==> src/qrs_preprocess_chain_macros.svh <==
// Assertion helpers for the QRS preprocess chain
`ifndef QRS_PREPROCESS_CHAIN_MACROS_SVH
`define QRS_PREPROCESS_CHAIN_MACROS_SVH

`define QRS_ASSERT_IMP(label, ante, cons, msg) \
  label: assert property (@(posedge clk) disable iff (!rst_n) (ante) |-> (cons)) else $error(msg);

`define QRS_ASSERT_NXT(label, ante, cons, msg) \
  label: assert property (@(posedge clk) disable iff (!rst_n) (ante) |=> (cons)) else $error(msg);

`endif

==> src/qrs_pkg.sv <==
package qrs_pkg;
  localparam int WindowLengthDef = 38;
  localparam int SampleWidthDef  = 16;
  localparam int RawDepth        = 12;
  localparam int LpDepth         = 32;
  localparam int LpW             = 24;
  localparam int HpW             = 32;
  localparam int DerW            = 24;
  localparam int SqW             = 48;
  localparam int OutW            = 48;
  localparam int GainW           = 16;
  localparam logic [GainW-1:0] GainReset = 16'd256;

  typedef struct packed {
    logic start;
    logic clear;
    logic [2:0] step;
  } qrs_cmd_t;

  typedef struct packed {
    logic div_done;
  } qrs_sts_t;
endpackage

==> src/qrs_ctrl.sv <==
module qrs_ctrl import qrs_pkg::*; #(
  parameter int WINDOW_LENGTH = WindowLengthDef
) (
  input  logic     clk,
  input  logic     rst_n,
  input  logic     in_valid,
  input  logic     in_rs,
  output logic     in_stall,
  input  logic     out_stall,
  output logic     out_valid,
  output logic     out_load,
  input  qrs_sts_t sts,
  output qrs_cmd_t cmd
);
  `include "qrs_preprocess_chain_macros.svh"
  localparam logic [1:0] S_IDLE = 2'd0, S_RUN = 2'd1, S_DIV = 2'd2, S_OUT = 2'd3;
  localparam int CntW = $clog2(WINDOW_LENGTH + 1);
  logic [1:0] st_r, st_nxt;
  logic [2:0] step_r;
  logic pend_r, clr_r;
  logic [CntW-1:0] cnt_r;
  logic acc;

  assign in_stall = (st_r != S_IDLE) || clr_r;
  assign acc = in_valid && !in_stall;
  assign out_valid = (st_r == S_OUT);
  assign out_load = (st_r == S_DIV) && sts.div_done;

  always_comb begin
    cmd.clear = acc && in_rs;
    cmd.start = 1'b0;
    cmd.step = step_r;
    if (clr_r) cmd.start = 1'b1;
    if (acc && !in_rs) cmd.start = 1'b1;
  end

  always_comb begin
    st_nxt = st_r;
    case (st_r)
      S_IDLE: if (cmd.start) st_nxt = S_RUN;
      S_RUN:  if (step_r == 3'd6) st_nxt = pend_r ? S_DIV : S_IDLE;
      S_DIV:  if (sts.div_done) st_nxt = S_OUT;
      S_OUT:  if (!out_stall) st_nxt = S_IDLE;
      default: st_nxt = S_IDLE;
    endcase
  end

  always_ff @(posedge clk) begin
    if (!rst_n) begin
      st_r <= S_IDLE; step_r <= '0; pend_r <= 1'b0; clr_r <= 1'b0; cnt_r <= '0;
    end else begin
      st_r <= st_nxt;
      clr_r <= acc && in_rs;
      if (acc && in_rs) cnt_r <= '0;
      if (cmd.start) begin
        step_r <= 3'd1;
        pend_r <= (cnt_r >= CntW'(WINDOW_LENGTH));
        if (cnt_r < CntW'(WINDOW_LENGTH)) cnt_r <= cnt_r + 1'b1;
      end else if (st_r == S_RUN && step_r != 3'd6) step_r <= step_r + 1'b1;
      else if (st_r == S_RUN) step_r <= '0;
    end
  end

  `QRS_ASSERT_IMP(a_no_take_busy, st_r != S_IDLE, in_stall, "input taken while busy")
  `QRS_ASSERT_NXT(a_out_hold, out_valid && out_stall, out_valid, "output dropped")
  `QRS_ASSERT_IMP(a_out_ready, st_r == S_OUT, sts.div_done, "output without a mean")
endmodule

==> config.mk <==
export PLATFORM = sky130hd
export DESIGN_NAME = qrs_ctrl
export DESIGN_NICKNAME = d
export VERILOG_FILES = /design/src/qrs_pkg.sv /design/src/qrs_ctrl.sv
export VERILOG_INCLUDE_DIRS = /design/src /design/src/src
export SDC_FILE = /design/constraint.sdc
export NUM_CORES = 1
export LEC_CHECK = 0
export BUFFER_PORTS_ARGS = -buffer_cell sky130_fd_sc_hd__buf_2
export CAP_MARGIN = 0
export CORE_ASPECT_RATIO = 1.2
export CORE_MARGIN = 8
export CORE_UTILIZATION = 35
export DETAILED_ROUTE_END_ITERATION = 7
export GPL_TIMING_DRIVEN = 0
export SYNTH_ARGS = -nofsm -noshare
export SYNTH_HDL_FRONTEND = slang
export SYNTH_SLANG_ARGS = --single-unit
==> constraint.sdc <==
create_clock -name clk -period 3.7 [get_ports clk]
set_input_delay 0.37 -clock clk [delete_from_list [all_inputs] [get_ports clk]]
set_output_delay 0.37 -clock clk [all_outputs]
set_load 0.03 [all_outputs]
==> results.ini, run 1 <==
[status]
status=finished, final reports clean

[critical_path]
path_buf_inv=2
crit_path_end_kind=primary output
slowest_delay_ns=0.39
crit_cells=4
critPathKind=reg -> out
reg2regPathDepth=4
timing.rr.end=cnt_r[4]$_SDFF_PN0_
critPathSlowestCell=dfxtp_1
cp-endpoint=cmd[4]
crit_fanout=8
crit_arrival_ns=1.48
worst-r2r-setup-slack_ns=2.12
required_ns=3.33
cp_top_family=simple AND/OR/NAND/NOR gates
path_cells=nor4b_4 -> nor2_1 -> inv_1 -> buf_2
startpoint_type=flip-flop

[power]
power.density_nw_per_um2=347
irDropWorstVdd_mv=0.201
p_leak_nw=0.392
fin_total_pwr_mw=0.290

[timing]
relSlewSlack_pct=73.7
min_period_over_period_pct=50.0
worst_slew_pin_slew_ns=0.394
drv_slew=0
max_freq_ghz=0.541
fin_ws_ns=1.85
rsz0062_at_grt=false
skew_ns=0.00100
finalSetupViolCount=0
hold_viol_final=0
fin_setup_tns_ns=0
min_period_ns=1.85
holdWs_ns=0.429

[cells_and_area]
final_common_cell=dfxtp_1
fin_area_um2=837
area_growth_pct=15.3
fillCellCount=212
layout-drive-gt1-share_pct=17.6
final_cell_mix=13 x dfxtp_1, 12 x nand2_1, 12 x buf_2
multiInputGateArea_um2=428
seq_area_um2=260
nets=113
n_antenna_cell=0

[global_route]
grt_usage_pct=9.01
gr-total-overflow=0
antenna_found_initial=0
grt_pass1_vias=615
grt_start_max_net_pins=11
grt_first_pass_wirelength_um=2620

[die]
core_um2=2000
die_w_um=57.6
die-area_um2=3790
num_rows=18
ioPinCount=14
die_h_um=65.9
start_util_pct=36.2

[routing]
antenna_left=0
wl_um=1540
viasPerCell=5.45
num_vias=665
wl_per_cell_um=12.6
first_iter_violations=9
first_pass_iters=6
drc=0

[logic_synthesis]
synth-compound-area-share_pct=18.1
synthAdderAreaFrac_pct=6.90
yosysTopAreaCell=dfxtp_1
synth_area_leaders=dfxtp_1 36%, ha_1 6.9%, nand2_1 6.2%, inv_1 4.7%, and3_1 4.3%
synth_nets=96
synth_top_area_share_pct=35.9
avgSynthCellArea_um2=8.44
synthCells=86
synthSimpleGateAreaFrac_pct=30.3
synth_top_family_by_area=simple AND/OR/NAND/NOR gates
synth_cell_types=29
synth_warnings=0
synthXorXnorAreaFrac_pct=0
synthMuxAreaShare_pct=3.62
syn_area_um2=726
ys_ff_latch=13
seq_area_frac_synth_pct=35.9

[clocking]
cts_root_buf=clkbuf_4
postCtsSetupRepairBufs=0
htreeDepth=1
holdBufCountCts=0
cts_made_buffers=3
clk_latency_ns=0.28
clock_path_buffers=2
cts_tree=done
clk_pin_slew_ns=0.08
cts.sinks=13
post_cts_resized=0

[job]
drv_cap=0

[hold_path]
hold_path_class=in -> reg
holdPathStages=3

[placement]
placed_area_um2=811
pre_cts_ws_ns=2.06
dp_hpwl_um=1180
numPortBuffers=12
globalplace.congestion=0.699

## how the worst min path moves through the flow
stage                        startpoint                  end  slack (ns)
finish                        out_stall            flip-flop        0.43
detailed placement  pend_r$_SDFFE_PN0P_  pend_r$_SDFFE_PN0P_        0.45
floorplan           pend_r$_SDFFE_PN0P_  pend_r$_SDFFE_PN0P_        0.43
global placement    pend_r$_SDFFE_PN0P_  pend_r$_SDFFE_PN0P_        0.45
CTS                           out_stall            flip-flop        0.41
global route                  out_stall            flip-flop        0.46
## worst register-to-register path, delay by kind of cell (launching register included)
kind               cells  cell delay, ns
DFF                    1            0.39
and+or+nand+nor        2            0.84
AOI/OAI and AO/OA      2            0.27
## synth_stat cells
cell type / number
dfxtp_1: 13
nand2_1: 12
inv_1: 9
and3_1: 5
nand3_1: 5
nor2_1: 5
o21ai_0: 5
ha_1: 4
a21oi_1: 3
a31oi_1: 2
and2_1: 2
nand4_1: 2
o21a_1: 2
or3b_1: 2
a211oi_2: 1
a21o_1: 1
and2b_1: 1
clkbuf_1: 1
mux4_1: 1
nand2b_1: 1
nor3_1: 1
nor3b_1: 1
nor4b_4: 1
o21bai_1: 1
o221ai_1: 1
o22ai_1: 1
o22ai_2: 1
o311ai_0: 1
or4_1: 1
## power breakdown
group | internal (mW) | total, mW | switching [mW]
clock | 0.0419 | 0.0903 | 0.0484
combinational | 0.0175 | 0.0490 | 0.0315
sequential | 0.145 | 0.151 | 0.00638
total | 0.204 | 0.290 | 0.0863
## metrics by stage
stage,cells,util [%]
detailed placement,118,40.4
finish,122,41.8
global route,122,41.8
CTS,122,41.8
floorplan,86,-
global placement,118,40.4
## area by class of cell
type / instances / share of cell area, %
well taps: 20 / 2.99
multi-input cells: 63 / 51.1
flip-flops and latches: 13 / 31.1
plain buffers: 1 / 0.448
repair buffers: 12 / 7.17
clock buffers: 4 / 3.14
inverters: 9 / 4.04
## cell families after synthesis
family | Yosys count
multiplexers | 1
adder cells (fa/ha/maj) | 4
AO/OA/AOI/OAI | 19
buffers and inverters | 10
AND/OR/NAND/NOR | 39
flip-flops | 13
## routing by layer
| metal | up-vias | global-route usage (%) | part of all wire (%) |
|---|---|---|---|
| met5 | - | 0 | 0 |
| met4 | 0 | 8.46 | 3.6 |
| met3 | 4 | 3.50 | 7.6 |
| met2 | 17 | 13.4 | 44 |
| met1 | 303 | 9.60 | 45 |
| li1 | 341 | - | - |
## sequential cells by signal, indices dropped and copies added (netlist names), named ones only
name	flops
st_r	1
step_r	3
cnt_r	6
pend_r	1
clr_r	1
Note: power is estimated with default switching activity, not from simulation.
==> inputs of run 2 (changes only) <==
==> constraint.sdc (replaced) <==
create_clock -name clk -period 1.5 [get_ports clk]
set_input_delay 0.15 -clock clk [delete_from_list [all_inputs] [get_ports clk]]
set_output_delay 0.15 -clock clk [all_outputs]
set_load 0.03 [all_outputs]
==> run 2 against run 1 <==
Effect of this change:
- clock skew rose by 0.0045 ns
- critical path depth did not move
- hold slack got worse by 0.24 ns
- design area increased by 12%
- register-to-register slack lost 2.1 ns
- non-clock buffer count grew 6
- first-iteration DRC count increased by 33%
- sequential power rose by 150%
==> results.ini, run 2 (synthesized netlist as in run 1, its figures left out) <==
[status]
status=finished, final reports clean

[critical_path]
worst-r2r-setup-slack_ns=0.05  ; -2.07 ns
crit_fanout=5  ; -3
crit_path_end_kind=flip-flop
timing.rr.end=cnt_r[2]$_SDFF_PN0_
reg2regPathDepth=4  ; unchanged
critPathKind=reg -> reg
required_ns=1.71  ; -1.62 ns
rr_startpoint=st_r[0]$_SDFFE_PN0P_
startpoint_type=flip-flop
crit_arrival_ns=1.66  ; +0.18 ns

[hold_path]
hp-start=out_stall
holdPathStages=3  ; unchanged
hold_path_class=in -> reg

[timing]
worst_slew_pin_slew_ns=0.395  ; +0.000900 ns
min_period_ns=1.45
rsz0062_at_grt=true
hold_viol_final=0  ; unchanged
relSlewSlack_pct=73.6  ; about the same
max_freq_ghz=0.689
finalSetupViolCount=0  ; unchanged
drv_slew=0  ; unchanged
fin_ws_ns=0.0495  ; -1.80 ns
min_period_over_period_pct=96.7
skew_ns=0.00554  ; +0.00454 ns

[power]
cellInternalPower_mw=0.530  ; +160%
irDropWorstVdd_mv=0.467  ; +130%
p_leak_nw=0.429  ; +9.2%
power_frac_clock_pct=29.5  ; -1.6 points
power.density_nw_per_um2=807  ; +130%
combPwrFrac_pct=21.0  ; +4.1 points
p_sw_mw=0.225  ; +160%
p_seq_share_pct=49.4  ; -2.6 points
switching_share_pct=29.8  ; +0.078 points

[placement]
placed_area_um2=813  ; +0.31%
numPortBuffers=12  ; unchanged
globalplace.congestion=0.726  ; +4.0%
pre_cts_ws_ns=-0.0857  ; -2.14 ns
dp_hpwl_um=1210  ; +2.8%

[clocking]
clk_latency_ns=0.28  ; about the same
cts_root_buf=clkbuf_4
clock_path_buffers=2  ; unchanged
cts.sinks=13  ; unchanged
cts_tree=done
cts_made_buffers=3  ; unchanged
clk_pin_slew_ns=0.08  ; about the same
htreeDepth=1  ; unchanged

[die]
core_um2=2000  ; unchanged
die-area_um2=3790  ; unchanged
die_w_um=57.6  ; unchanged
die_h_um=65.9  ; unchanged
ioPinCount=14  ; unchanged
num_rows=18  ; unchanged
start_util_pct=36.2  ; unchanged

[global_route]
grt_first_pass_wirelength_um=2820  ; +7.4%
gr-total-overflow=0  ; unchanged
antenna_found_initial=0  ; unchanged
grt_usage_pct=9.59  ; +0.58 points
grt_pass1_vias=646  ; +5.0%
grt_start_max_net_pins=11  ; unchanged

[routing]
viasPerCell=5.33  ; -2.3%
wl_um=1810  ; +17%
first_iter_violations=12  ; +3
drc=0  ; unchanged
antenna_left=0  ; unchanged
first_pass_iters=4  ; -2
wl_per_cell_um=14.1  ; +11%
num_vias=682  ; +2.6%

[cells_and_area]
largest_register_ffs=6  ; unchanged
nets=119  ; +5.3%
layout-drive-gt1-share_pct=35.2  ; +18 points
final_cell_mix=12 x nand2_1, 11 x buf_2, 8 x inv_1, 8 x dfxtp_1
final_common_cell=nand2_1
top_regs=cnt_r: 6 flops, step_r: 3 flops
area_growth_pct=28.8
top_register=cnt_r
n_antenna_cell=0  ; unchanged
fin_area_um2=935  ; +12%

[job]
drv_cap=0  ; unchanged

==> run 2: cell types whose count changed in the layout (fill, tap and decap cells not counted), sizes merged <==
| cell | change |
|---|---|
| buf | +6 |
==> run 2: metal layers <==
layer,GRT usage [%],vias up,wire [um]
li1,-,351,-
met2,16.4,12,847
met1,10.0,314,806
met4,5.64,0,35
met3,3.31,5,116
met5,0,-,0
==> run 2: power groups by stage <==
stage	Clock [mW]	Combinational (mW)	Sequential, mW
finish	0.223	0.159	0.373
global route	0.246	0.174	0.375
CTS	0.229	0.148	0.373
detailed placement	0	0.121	0.382
global placement	0	0.120	0.381
floorplan	0	0.0781	0.388
==> run 2: what timing repair did <==
action,in CTS,in global routing
hold buffers,0,0
pin swaps,4,2
setup buffers,4,2
gates resized for setup,10,7
setup endpoints to repair,4,5
==> run 2: metrics by stage <==
stage	setup TNS (ns)	power, mW	std cells	hold slack (ns)	utilization [%]
3_5_place_dp	-0.116	0.504	118	0.455	40.6
2_1_floorplan	0	0.466	86	0.355	-
4_1_cts	0	0.751	126	0.180	44.9
5_1_grt	-0.00890	0.795	128	0.213	46.6
6_report	0	0.755	128	0.187	46.6
3_3_place_gp	-0.0470	0.501	118	0.447	40.6
==> run 2: area by class of cell <==
type,instances,area (um^2)
Buffer,1,3.75
Clock buffer,4,26.3
Fill cell,209,1070
Inverter,9,33.8
Multi-Input combinational cell,63,462
Sequential cell,13,269
Tap cell,20,25.0
Timing Repair Buffer,18,115
==> run 2: how the worst max path moves through the flow <==
stage	start	end	slack, ns	depth (start not counted)
after floorplan	step_r[1]$_SDFFE_PP0P_	st_r[0]$_SDFFE_PN0P_	0.03	4
final	st_r[0]$_SDFFE_PN0P_	cnt_r[2]$_SDFF_PN0_	0.05	4
after detailed placement	flip-flop	cnt_r[4]$_SDFF_PN0_	-0.09	4
after CTS	step_r[0]$_SDFFE_PN0P_	st_r[0]$_SDFFE_PN0P_	0.01	5
after global placement	flip-flop	cnt_r[4]$_SDFF_PN0_	-0.05	4
after global routing	flip-flop	cmd[3]	-0.007	4
==> run 2: worst max-delay path: stages, from the launching register on <==
cell and delay (ns):
dfxtp_4 0.36, nor4b_4 0.35, o22ai_4 0.15, or3b_1 0.37, a31oi_1 0.15
